$ cat config.mk
export PLATFORM = sky130hd
export DESIGN_NAME = midi_track_event_parser_flat
export DESIGN_NICKNAME = d
export VERILOG_FILES = /design/src/hdl/mtep_pkg.sv /design/src/hdl/mtep_if.sv /design/src/hdl/midi_track_event_parser.sv /design/src/hdl/mtep_front.sv /design/src/hdl/mtep_queue.sv /design/src/hdl/mtep_back.sv /design/src/flat_wrapper.sv
export SDC_FILE = /design/constraint.sdc
export NUM_CORES = 1
export LEC_CHECK = 0
export BUFFER_PORTS_ARGS = -buffer_cell sky130_fd_sc_hd__buf_4
export CAP_MARGIN = 20
export CORE_MARGIN = 2
export CORE_UTILIZATION = 45
export CTS_BUF_LIST = sky130_fd_sc_hd__clkbuf_4
export CTS_CLUSTER_SIZE = 40
export DETAILED_ROUTE_END_ITERATION = 8
export PLACE_DENSITY = 0.62
export SYNTH_ARGS = -nofsm -noshare
export SYNTH_HDL_FRONTEND = slang
export SYNTH_HIERARCHICAL = 1
export SYNTH_SLANG_ARGS = --single-unit
$ cat constraint.sdc
create_clock -name clk -period 9.75 [get_ports clk]
set_clock_uncertainty 0.2 [all_clocks]
set_input_delay 0.975 -clock clk [delete_from_list [all_inputs] [get_ports clk]]
set_output_delay 0.975 -clock clk [all_outputs]
set_load 0.005 [all_outputs]
$ cat src/hdl/mtep_pkg.sv
`timescale 1ns / 1ps
// ----------------------------------------------------------------------------
// MIDI track event parser package
// Types, codes and helper functions shared by the parser modules.
// ----------------------------------------------------------------------------
package mtep_pkg;

    localparam logic [4:0] PAYLOAD_BYTES = 5'd16;
    localparam int STORE_DEPTH = 16;
    localparam int STORE_IDX_W = 4;
    localparam int QUEUE_DEPTH = 4;
    localparam int QUEUE_PTR_W = 2;

    localparam logic [7:0] STATUS_META = 8'hFF;
    localparam logic [7:0] STATUS_SYSEX = 8'hF0;
    localparam logic [7:0] STATUS_SYSEX_ESC = 8'hF7;
    localparam logic [7:0] META_TEMPO = 8'h51;
    localparam logic [3:0] HI_PROGRAM = 4'hC;
    localparam logic [3:0] HI_PRESSURE = 4'hD;

    typedef enum logic [3:0] {
        PH_DELTA,
        PH_STATUS,
        PH_DATA1,
        PH_DATA2,
        PH_MTYPE,
        PH_MLEN,
        PH_MDATA,
        PH_SLEN,
        PH_SDATA
    } mtep_phase_t;

    typedef enum logic [1:0] {
        RC_EVENT,
        RC_END,
        RC_TRUNC
    } mtep_code_t;

    typedef enum logic [1:0] {
        KIND_CHANNEL,
        KIND_META,
        KIND_SYSEX
    } mtep_kind_t;

    typedef struct packed {
        logic [7:0] data;
        logic       last;
        logic       cont;
        logic       is_meta;
        logic       is_sysex;
    } mtep_item_t;

    function automatic logic one_data_byte(input logic [7:0] st);
        one_data_byte = (st[7:4] == HI_PROGRAM) || (st[7:4] == HI_PRESSURE);
    endfunction

endpackage

$ cat src/hdl/mtep_if.sv
`timescale 1ns / 1ps
// ----------------------------------------------------------------------------
// MIDI track event parser channels
// Byte input channel and event result channel with valid/ready handshake.
// ----------------------------------------------------------------------------
interface track_byte_if;
    logic       valid;
    logic       ready;
    logic [7:0] track_byte;
    logic       chunk_end;

    modport source (output valid, output track_byte, output chunk_end, input ready);
    modport sink (input valid, input track_byte, input chunk_end, output ready);
endinterface

interface track_event_if;
    logic        valid;
    logic        ready;
    logic [1:0]  result_code;
    logic [31:0] event_time;
    logic [1:0]  event_kind;
    logic [7:0]  meta_type;
    logic [7:0]  status_byte;
    logic [7:0]  first_data;
    logic [7:0]  second_data;
    logic [63:0] payload_low;
    logic [63:0] payload_high;
    logic [4:0]  payload_count;

    modport source (
        output valid, output result_code, output event_time, output event_kind,
        output meta_type, output status_byte, output first_data, output second_data,
        output payload_low, output payload_high, output payload_count, input ready
    );
    modport sink (
        input valid, input result_code, input event_time, input event_kind,
        input meta_type, input status_byte, input first_data, input second_data,
        input payload_low, input payload_high, input payload_count, output ready
    );
endinterface

$ cat src/hdl/midi_track_event_parser.sv
`timescale 1ns / 1ps
// A byte that completes an event is written into the queue; the parser then reads it at the
// queue head and registers the result in its output stage.
// Throughput: one byte per cycle while results are taken; a stalled result holds the back end.
// A four-entry queue lets the input keep taking bytes while a result waits to be taken.
// Reset: rst_n clears the parse state, running time, running status and queue at once.
// ----------------------------------------------------------------------------
// MIDI track event parser
// Decodes a standard MIDI file track chunk into timed channel, meta and SysEx events.
// ----------------------------------------------------------------------------
module midi_track_event_parser
    import mtep_pkg::*;
(
    input  logic          clk,
    input  logic          rst_n,
    track_byte_if.sink    track_in,
    track_event_if.source event_out
);

    logic       queue_full;
    logic       push;
    mtep_item_t push_item;
    logic       pop;
    logic       not_empty;
    mtep_item_t head_item;

    mtep_front u_front (
        .track_in   (track_in),
        .queue_full (queue_full),
        .push       (push),
        .push_item  (push_item)
    );

    mtep_queue u_queue (
        .clk       (clk),
        .rst_n     (rst_n),
        .push      (push),
        .push_item (push_item),
        .pop       (pop),
        .full      (queue_full),
        .not_empty (not_empty),
        .head_item (head_item)
    );

    mtep_back u_back (
        .clk        (clk),
        .rst_n      (rst_n),
        .item_valid (not_empty),
        .item       (head_item),
        .pop        (pop),
        .event_out  (event_out)
    );

endmodule

$ cat src/hdl/mtep_front.sv
`timescale 1ns / 1ps
// ----------------------------------------------------------------------------
// MIDI track event parser front end
// Accepts track bytes and tags each with the classes the parser needs.
// ----------------------------------------------------------------------------
module mtep_front
    import mtep_pkg::*;
(
    track_byte_if.sink track_in,
    input  logic       queue_full,
    output logic       push,
    output mtep_item_t push_item
);

    assign track_in.ready = !queue_full;
    assign push = track_in.valid && !queue_full;

    always_comb
    begin
        push_item.data = track_in.track_byte;
        push_item.last = track_in.chunk_end;
        push_item.cont = track_in.track_byte[7];
        push_item.is_meta = (track_in.track_byte == STATUS_META);
        push_item.is_sysex = (track_in.track_byte == STATUS_SYSEX) ||
                             (track_in.track_byte == STATUS_SYSEX_ESC);
    end

endmodule

$ cat src/hdl/mtep_queue.sv
`timescale 1ns / 1ps
// ----------------------------------------------------------------------------
// MIDI track event parser queue
// Short first-in first-out buffer between the front end and the parser.
// ----------------------------------------------------------------------------
module mtep_queue
    import mtep_pkg::*;
(
    input  logic       clk,
    input  logic       rst_n,
    input  logic       push,
    input  mtep_item_t push_item,
    input  logic       pop,
    output logic       full,
    output logic       not_empty,
    output mtep_item_t head_item
);

    localparam logic [QUEUE_PTR_W:0] QueueCount = (QUEUE_PTR_W + 1)'(QUEUE_DEPTH);

    mtep_item_t                 entry_reg [QUEUE_DEPTH];
    logic [QUEUE_PTR_W-1:0]     wr_ptr_reg;
    logic [QUEUE_PTR_W-1:0]     wr_ptr_next;
    logic [QUEUE_PTR_W-1:0]     rd_ptr_reg;
    logic [QUEUE_PTR_W-1:0]     rd_ptr_next;
    logic [QUEUE_PTR_W:0]       count_reg;
    logic [QUEUE_PTR_W:0]       count_next;

    assign full = (count_reg == QueueCount);
    assign not_empty = (count_reg != '0);
    assign head_item = entry_reg[rd_ptr_reg];

    always_comb
    begin
        wr_ptr_next = push ? wr_ptr_reg + 1'b1 : wr_ptr_reg;
        rd_ptr_next = pop ? rd_ptr_reg + 1'b1 : rd_ptr_reg;
        count_next = count_reg;
        if (push && !pop)
        begin
            count_next = count_reg + 1'b1;
        end
        else if (pop && !push)
        begin
            count_next = count_reg - 1'b1;
        end
    end

    always_ff @(posedge clk or negedge rst_n)
    begin
        if (!rst_n)
        begin
            wr_ptr_reg <= '0;
            rd_ptr_reg <= '0;
            count_reg <= '0;
        end
        else
        begin
            wr_ptr_reg <= wr_ptr_next;
            rd_ptr_reg <= rd_ptr_next;
            count_reg <= count_next;
        end
    end

    always_ff @(posedge clk)
    begin
        if (push)
        begin
            entry_reg[wr_ptr_reg] <= push_item;
        end
    end

endmodule

$ cat src/hdl/mtep_back.sv
`timescale 1ns / 1ps
// ----------------------------------------------------------------------------
// MIDI track event parser back end
// Runs the track parse state machine and holds each result in an output stage.
// ----------------------------------------------------------------------------
module mtep_back
    import mtep_pkg::*;
(
    input  logic        clk,
    input  logic        rst_n,
    input  logic        item_valid,
    input  mtep_item_t  item,
    output logic        pop,
    track_event_if.source event_out
);

    mtep_phase_t  phase_reg;
    mtep_phase_t  phase_next;
    logic [31:0]  time_reg;
    logic [31:0]  time_next;
    logic [31:0]  len_reg;
    logic [31:0]  len_next;
    logic [7:0]   run_status_reg;
    logic [7:0]   run_status_next;
    logic [7:0]   type_reg;
    logic [7:0]   type_next;
    logic [31:0]  remain_reg;
    logic [31:0]  remain_next;
    logic [7:0]   store_reg [STORE_DEPTH];
    logic [7:0]   store_next [STORE_DEPTH];
    logic [4:0]   fill_reg;
    logic [4:0]   fill_next;
    logic [15:0]  chan_reg;
    logic [15:0]  chan_next;

    logic         out_valid_reg;
    logic [1:0]   code_reg;
    logic [1:0]   code_next;
    logic [31:0]  otime_reg;
    logic [1:0]   kind_reg;
    logic [1:0]   kind_next;
    logic [7:0]   mtype_reg;
    logic [7:0]   mtype_next;
    logic [7:0]   status_reg;
    logic [7:0]   status_next;
    logic [7:0]   d1_reg;
    logic [7:0]   d1_next;
    logic [7:0]   d2_reg;
    logic [7:0]   d2_next;
    logic [63:0]  plo_reg;
    logic [63:0]  plo_next;
    logic [63:0]  phi_reg;
    logic [63:0]  phi_next;
    logic [4:0]   pcount_reg;
    logic [4:0]   pcount_next;

    logic         fire;
    logic         done;
    logic         meta_out;
    logic         sysex_out;
    logic [31:0]  acc_shift;
    logic [7:0]   st;

    assign fire = item_valid && (!out_valid_reg || event_out.ready);
    assign pop = fire;
    assign acc_shift = {len_reg[24:0], item.data[6:0]};

    always_comb
    begin
        phase_next = phase_reg;
        time_next = time_reg;
        len_next = len_reg;
        run_status_next = run_status_reg;
        type_next = type_reg;
        remain_next = remain_reg;
        store_next = store_reg;
        fill_next = fill_reg;
        chan_next = chan_reg;
        done = 1'b0;
        meta_out = 1'b0;
        sysex_out = 1'b0;
        status_next = '0;
        d1_next = '0;
        d2_next = '0;
        st = chan_reg[7:0];
        if (fire)
        begin
            unique case (phase_reg)
                PH_DELTA:
                begin
                    if (item.cont)
                    begin
                        len_next = acc_shift;
                    end
                    else
                    begin
                        time_next = time_reg + acc_shift;
                        len_next = '0;
                        phase_next = PH_STATUS;
                    end
                end
                PH_STATUS:
                begin
                    priority if (item.is_meta)
                    begin
                        phase_next = PH_MTYPE;
                    end
                    else if (item.is_sysex)
                    begin
                        len_next = '0;
                        phase_next = PH_SLEN;
                    end
                    else if (item.cont)
                    begin
                        chan_next = {8'h00, item.data};
                        phase_next = PH_DATA1;
                    end
                    else if (one_data_byte(run_status_reg))
                    begin
                        status_next = run_status_reg;
                        d1_next = item.data;
                        done = 1'b1;
                    end
                    else
                    begin
                        chan_next = {item.data, run_status_reg};
                        phase_next = PH_DATA2;
                    end
                end
                PH_DATA1:
                begin
                    if (one_data_byte(st))
                    begin
                        status_next = st;
                        d1_next = item.data;
                        run_status_next = st;
                        done = 1'b1;
                    end
                    else
                    begin
                        chan_next = {item.data, st};
                        phase_next = PH_DATA2;
                    end
                end
                PH_DATA2:
                begin
                    status_next = st;
                    d1_next = chan_reg[15:8];
                    d2_next = item.data;
                    run_status_next = st;
                    done = 1'b1;
                end
                PH_MTYPE:
                begin
                    type_next = item.data;
                    for (int i = 0; i < STORE_DEPTH; i++)
                    begin
                        store_next[i] = '0;
                    end
                    fill_next = '0;
                    len_next = '0;
                    phase_next = PH_MLEN;
                end
                PH_MLEN:
                begin
                    if (item.cont)
                    begin
                        len_next = acc_shift;
                    end
                    else
                    begin
                        remain_next = acc_shift;
                        len_next = '0;
                        if (acc_shift == '0)
                        begin
                            meta_out = 1'b1;
                            done = 1'b1;
                        end
                        else
                        begin
                            phase_next = PH_MDATA;
                        end
                    end
                end
                PH_MDATA:
                begin
                    if (fill_reg < PAYLOAD_BYTES)
                    begin
                        store_next[fill_reg[STORE_IDX_W-1:0]] = item.data;
                        fill_next = fill_reg + 5'd1;
                    end
                    if (remain_reg != '0)
                    begin
                        remain_next = remain_reg - 32'd1;
                    end
                    if (remain_reg <= 32'd1)
                    begin
                        meta_out = 1'b1;
                        done = 1'b1;
                    end
                end
                PH_SLEN:
                begin
                    if (item.cont)
                    begin
                        len_next = acc_shift;
                    end
                    else
                    begin
                        remain_next = acc_shift;
                        len_next = '0;
                        if (acc_shift == '0)
                        begin
                            sysex_out = 1'b1;
                            done = 1'b1;
                        end
                        else
                        begin
                            phase_next = PH_SDATA;
                        end
                    end
                end
                default:
                begin
                    if (remain_reg != '0)
                    begin
                        remain_next = remain_reg - 32'd1;
                    end
                    if (remain_reg <= 32'd1)
                    begin
                        sysex_out = 1'b1;
                        done = 1'b1;
                    end
                end
            endcase
            if (done)
            begin
                phase_next = PH_DELTA;
            end
            if (item.last)
            begin
                phase_next = PH_DELTA;
                len_next = '0;
                remain_next = '0;
            end
        end
    end

    always_comb
    begin
        plo_next = '0;
        phi_next = '0;
        mtype_next = '0;
        pcount_next = '0;
        kind_next = KIND_CHANNEL;
        if (meta_out)
        begin
            for (int i = 0; i < 8; i++)
            begin
                plo_next[i*8 +: 8] = store_next[i];
                phi_next[i*8 +: 8] = store_next[i+8];
            end
            if (type_next == META_TEMPO)
            begin
                plo_next[31:0] = {8'h00, store_next[0], store_next[1], store_next[2]};
            end
            mtype_next = type_next;
            pcount_next = fill_next;
            kind_next = KIND_META;
        end
        else if (sysex_out)
        begin
            kind_next = KIND_SYSEX;
        end
        code_next = RC_EVENT;
        if (item.last)
        begin
            code_next = done ? RC_END : RC_TRUNC;
        end
    end

    always_ff @(posedge clk or negedge rst_n)
    begin
        if (!rst_n)
        begin
            phase_reg <= PH_DELTA;
            time_reg <= '0;
            len_reg <= '0;
            run_status_reg <= '0;
            type_reg <= '0;
            remain_reg <= '0;
            for (int i = 0; i < STORE_DEPTH; i++)
            begin
                store_reg[i] <= '0;
            end
            fill_reg <= '0;
            chan_reg <= '0;
            out_valid_reg <= 1'b0;
        end
        else
        begin
            phase_reg <= phase_next;
            time_reg <= time_next;
            len_reg <= len_next;
            run_status_reg <= run_status_next;
            type_reg <= type_next;
            remain_reg <= remain_next;
            store_reg <= store_next;
            fill_reg <= fill_next;
            chan_reg <= chan_next;
            if (fire && (done || item.last))
            begin
                out_valid_reg <= 1'b1;
            end
            else if (event_out.ready)
            begin
                out_valid_reg <= 1'b0;
            end
        end
    end

    always_ff @(posedge clk)
    begin
        if (fire && (done || item.last))
        begin
            code_reg <= code_next;
            otime_reg <= time_next;
            kind_reg <= done ? kind_next : KIND_CHANNEL;
            mtype_reg <= done ? mtype_next : 8'h00;
            status_reg <= done ? status_next : 8'h00;
            d1_reg <= done ? d1_next : 8'h00;
            d2_reg <= done ? d2_next : 8'h00;
            plo_reg <= done ? plo_next : 64'h0;
            phi_reg <= done ? phi_next : 64'h0;
            pcount_reg <= done ? pcount_next : 5'd0;
        end
    end

    assign event_out.valid = out_valid_reg;
    assign event_out.result_code = code_reg;
    assign event_out.event_time = otime_reg;
    assign event_out.event_kind = kind_reg;
    assign event_out.meta_type = mtype_reg;
    assign event_out.status_byte = status_reg;
    assign event_out.first_data = d1_reg;
    assign event_out.second_data = d2_reg;
    assign event_out.payload_low = plo_reg;
    assign event_out.payload_high = phi_reg;
    assign event_out.payload_count = pcount_reg;

endmodule

$ cat src/flat_wrapper.sv
// flat-port wrapper written by rule: the top's interface ports become plain ports
module midi_track_event_parser_flat import mtep_pkg::*;
  (clk, rst_n, track_in_valid, track_in_track_byte, track_in_chunk_end, track_in_ready, event_out_valid, event_out_result_code, event_out_event_time, event_out_event_kind, event_out_meta_type, event_out_status_byte, event_out_first_data, event_out_second_data, event_out_payload_low, event_out_payload_high, event_out_payload_count, event_out_ready);
  track_byte_if track_in_i ();
  track_event_if event_out_i ();
  input  logic clk;
  input  logic rst_n;
  input wire logic [$bits(track_in_i.valid)-1:0] track_in_valid;
  input wire logic [$bits(track_in_i.track_byte)-1:0] track_in_track_byte;
  input wire logic [$bits(track_in_i.chunk_end)-1:0] track_in_chunk_end;
  output wire logic [$bits(track_in_i.ready)-1:0] track_in_ready;
  output wire logic [$bits(event_out_i.valid)-1:0] event_out_valid;
  output wire logic [$bits(event_out_i.result_code)-1:0] event_out_result_code;
  output wire logic [$bits(event_out_i.event_time)-1:0] event_out_event_time;
  output wire logic [$bits(event_out_i.event_kind)-1:0] event_out_event_kind;
  output wire logic [$bits(event_out_i.meta_type)-1:0] event_out_meta_type;
  output wire logic [$bits(event_out_i.status_byte)-1:0] event_out_status_byte;
  output wire logic [$bits(event_out_i.first_data)-1:0] event_out_first_data;
  output wire logic [$bits(event_out_i.second_data)-1:0] event_out_second_data;
  output wire logic [$bits(event_out_i.payload_low)-1:0] event_out_payload_low;
  output wire logic [$bits(event_out_i.payload_high)-1:0] event_out_payload_high;
  output wire logic [$bits(event_out_i.payload_count)-1:0] event_out_payload_count;
  input wire logic [$bits(event_out_i.ready)-1:0] event_out_ready;
  assign track_in_i.valid = track_in_valid;
  assign track_in_i.track_byte = track_in_track_byte;
  assign track_in_i.chunk_end = track_in_chunk_end;
  assign track_in_ready = track_in_i.ready;
  assign event_out_valid = event_out_i.valid;
  assign event_out_result_code = event_out_i.result_code;
  assign event_out_event_time = event_out_i.event_time;
  assign event_out_event_kind = event_out_i.event_kind;
  assign event_out_meta_type = event_out_i.meta_type;
  assign event_out_status_byte = event_out_i.status_byte;
  assign event_out_first_data = event_out_i.first_data;
  assign event_out_second_data = event_out_i.second_data;
  assign event_out_payload_low = event_out_i.payload_low;
  assign event_out_payload_high = event_out_i.payload_high;
  assign event_out_payload_count = event_out_i.payload_count;
  assign event_out_i.ready = event_out_ready;
  midi_track_event_parser u_core (.clk(clk), .rst_n(rst_n), .track_in(track_in_i), .event_out(event_out_i));
endmodule
==> metrics.md <==
| Metric | Value |
|---|---|
| Crit path max fanout | `122` |
| Clock transition at path regs | `60 ps` |
| Skew-Pair Late Insertion Delay | `1000 ps` |
| Max-slew violations | `0` |
| Commonest non-fill, non-tap cell in the layout | `dfrtp_1` |
| Cell area after synthesis | `22,400 um2` |
| Peak supply drop | `between 0.2 and 0.3 mV` |
| CP Launch Type | `flip-flop` |
| Ys flop type | `dfrtp_1` |
| Synth Warn # | `6` |
| I/O pins | `216` |
| Max reg flops | `128` |
| Commonest cells after routing, fill and taps aside | `dfrtp_1 (266), edfxtp_1 (249), buf_4 (228), clkbuf_4 (214), a22o_1 (136)` |
| Row cnt | `81` |
| First-pass GRT wire length | `86,390 um` |
| Status | `complete, no violations` |
| Unrepaired setup endpoints after global routing | `false` |
| Worst hold margin | `around 250 ps` |
| Pre-antenna DRT Iters | `7` |
| Relative slew slack | `30.44%` |
| Ys async rst share | `51.65%` |
| Antenna violations before repair | `3` |
| Netlist cell types | `a little under 80` |
| Flop-to-flop setup slack | `4230 ps` |
| WS Path Type | `flip-flop to flip-flop` |
| Cell taking the most area after synthesis | `edfxtp_1` |
| DP HPWL | `around 36,000 um` |
| Total number of vias | `15,620` |
| TritonCTS Buffers | `around 140` |
| Synth top area cells | `edfxtp_1 (33%), dfrtp_1 (30%), a22o_1 (5.3%)` |
| Die Wd | `227.1 um` |
| # H-tree levels | `4` |
| Layout cell share with drive strength beyond 1 | `approximately a quarter` |
| Delay-heaviest family, CP | `buffers and inverters` |
| Final Setup Violations | `0` |
| Largest net degree at the start of global routing | `between 150 and 200` |
| Placed Area | `24,520 um2` |
| Syn_area_per_cell | `12.42 um2` |
| Clk root buf | `clkbuf_4` |
| Max Cap Viol | `0` |
| Initial core utilization | `45.66%` |
| Post-layout instance area | `about 26,000 um2` |
| Crit path cell chain | `buf_4 -> mux4_2 -> nor4_1 -> nand2_1 -> nor4_1 -> a31o_2 -> a21oi_1 -> nand2b_1 -> inv_8 -> buf_4` |
| Worst slew pin tran | `1043 ps` |
| Clk buf depth | `3` |
| TritonCTS clock tree | `yes` |
| IO Port Bufs | `215` |
| Slowest stage cell, crit path | `buf_4` |
| Iter 0 DRT Violations | `1,324` |
| CP max stage delay | `a little over 900 ps` |
| Power density cells | `310.8 nW/um2` |
| GPL Wtd Cong | `0.8942` |
| Die height | `between 200 and 250 um` |
| Syn Nets | `1,861` |
| Setup crit end kind | `flip-flop` |
| Final worst path period share | `56.63%` |
| Wirelength per Cell | `around 20 um` |
| Worst EP required | `10,130 ps` |
| Hold Crit Class | `input pin to flip-flop` |
| Total negative slack | `0 ps` |
| Post-layout minimum cycle time | `5522 ps` |
| Die area | `51,580 um2` |
| Nets | `2,140` |
| # clock sinks | `515` |
| Yosys reg bits | `approximately 520` |
| Max Clk Rate | `181.1 MHz` |
| Total Routing Usage GR | `21.96%` |
| Via density per instance | `between 5 and 6` |
| WP data arrival | `between 5000 and 6000 ps` |
| Register area share after synthesis | `a little over three fifths` |
| GRT overflow | `0` |
| EDFF count, synth | `249` |
| Residual DRC | `0` |
| Layout area overhead | `18.26%` |
| Post-cts sizing count | `0` |
| Core Region | `49,050 um2` |
| Routed WL | `55,720 um` |
| Hold Vio Cnt, Final | `0` |
| Mapped Cells | `1,803` |
| Pleak | `0.01115 uW` |
| WP buf/inv | `3` |
| Top-area cell type share of the netlist area | `around a third` |
| Routed Antenna Nets | `0` |
| Vias in the first global route | `15,380` |
-- worst min-delay path: stages --
cell and delay (ps):
buf_4 70, nand2b_1 150, nand2_1 130
-- cells in the mapped netlist, drive strengths merged (14+ instances only) --
| library cell | count |
|---|---|
| dfrtp | 266 |
| edfxtp | 249 |
| o21ai | 145 |
| a22o | 136 |
| nor2 | 132 |
| nand2 | 115 |
| nor2b | 111 |
| a21oi | 78 |
| clkbuf | 60 |
| inv | 45 |
| ha | 43 |
| buf | 41 |
| and2 | 33 |
| mux2i | 32 |
| nor3 | 30 |
| nor4 | 28 |
| mux2 | 21 |
| a22oi | 19 |
| xor2 | 18 |
| nand3 | 16 |
| a21o | 15 |
| and3 | 15 |
| nand2b | 14 |
| xnor2 | 14 |
-- final timing paths --
path	start	depth (start not counted)	end
worst min register to register	u_core/u_queue/count_reg[2]$_DFFE_PN0P_	1	u_core/u_queue/count_reg[2]$_DFFE_PN0P_
worst min-delay path	event_out_ready	3	u_core/u_back/event_out.valid$_DFFE_PN0P_
min in group asynchronous	rst_n	2	u_core/u_queue/wr_ptr_reg[1]$_DFFE_PN0P_
max in group asynchronous	rst_n	3	u_core/u_back/remain_reg[27]$_DFFE_PN0P_
worst max-delay path	u_core/u_queue/rd_ptr_reg[0]$_DFFE_PN0P_	10	u_core/u_back/event_out.payload_low[11]$_SDFFCE_PN0P_
worst max register to register	u_core/u_queue/rd_ptr_reg[0]$_DFFE_PN0P_	10	u_core/u_back/event_out.payload_low[11]$_SDFFCE_PN0P_
-- cell type report --
cell class              count  area, um2
fillers                  4308      22560
flip-flops and latches    515      14130
multi-input cells        1142       7636
repair buffers            241       1852
clock buffers             214       1607
well taps                 664      830.8
clock inverters            31      241.5
inverters                  45      176.4
diodes                      5      12.51
-- layer usage --
layer	part of all wire, %	routed length (um)	global-route usage (%)	vias up
li1	-	-	-	7285
met1	44	24600	29.62	7729
met2	47	26190	33.72	514
met3	6.9	3821	6.840	88
met4	2.0	1099	7.632	2
met5	0.020	11	0	-
-- through the flow --
| stage | instances | power [uW] | setup slack (ps) | util [%] |
|---|---|---|---|---|
| after floorplan | 1803 | 5086 | 2582 | - |
| after global placement | 2593 | 6244 | 4470 | 49.95 |
| after detailed placement | 2596 | 6311 | 4340 | 49.99 |
| after CTS | 2851 | 8332 | 4332 | 53.97 |
| after global routing | 2857 | 8779 | 3842 | 54.00 |
| final | 2857 | 8233 | 4228 | 54.00 |
-- cell families (layout without fill, tap and decap cells) --
group                    Yosys count  after routing  share of synthesized area (%)
AND/OR/NAND/NOR                  544            544                          12.64
flip-flops                       515            515                          63.10
AO/OA/AOI/OAI                    456            456                          13.76
buffers and inverters            146            531                          2.910
multiplexers                      65             65                          3.759
adder cells (fa/ha/maj)           45             45                          2.581
XOR/XNOR                          32             32                          1.251
other                              0              5                              0
-- report_power, final --
part	switching [uW]	internal [uW]
Combinational	1670	1100
Sequential	355	3130
Clock	895	1080
Total	2920	5310
-- timing repair --
item	CTS	global route
hold endpoints to repair	144	0
hold buffers	10	0
setup buffers	0	0
Note: power is estimated with default switching activity, not from simulation.
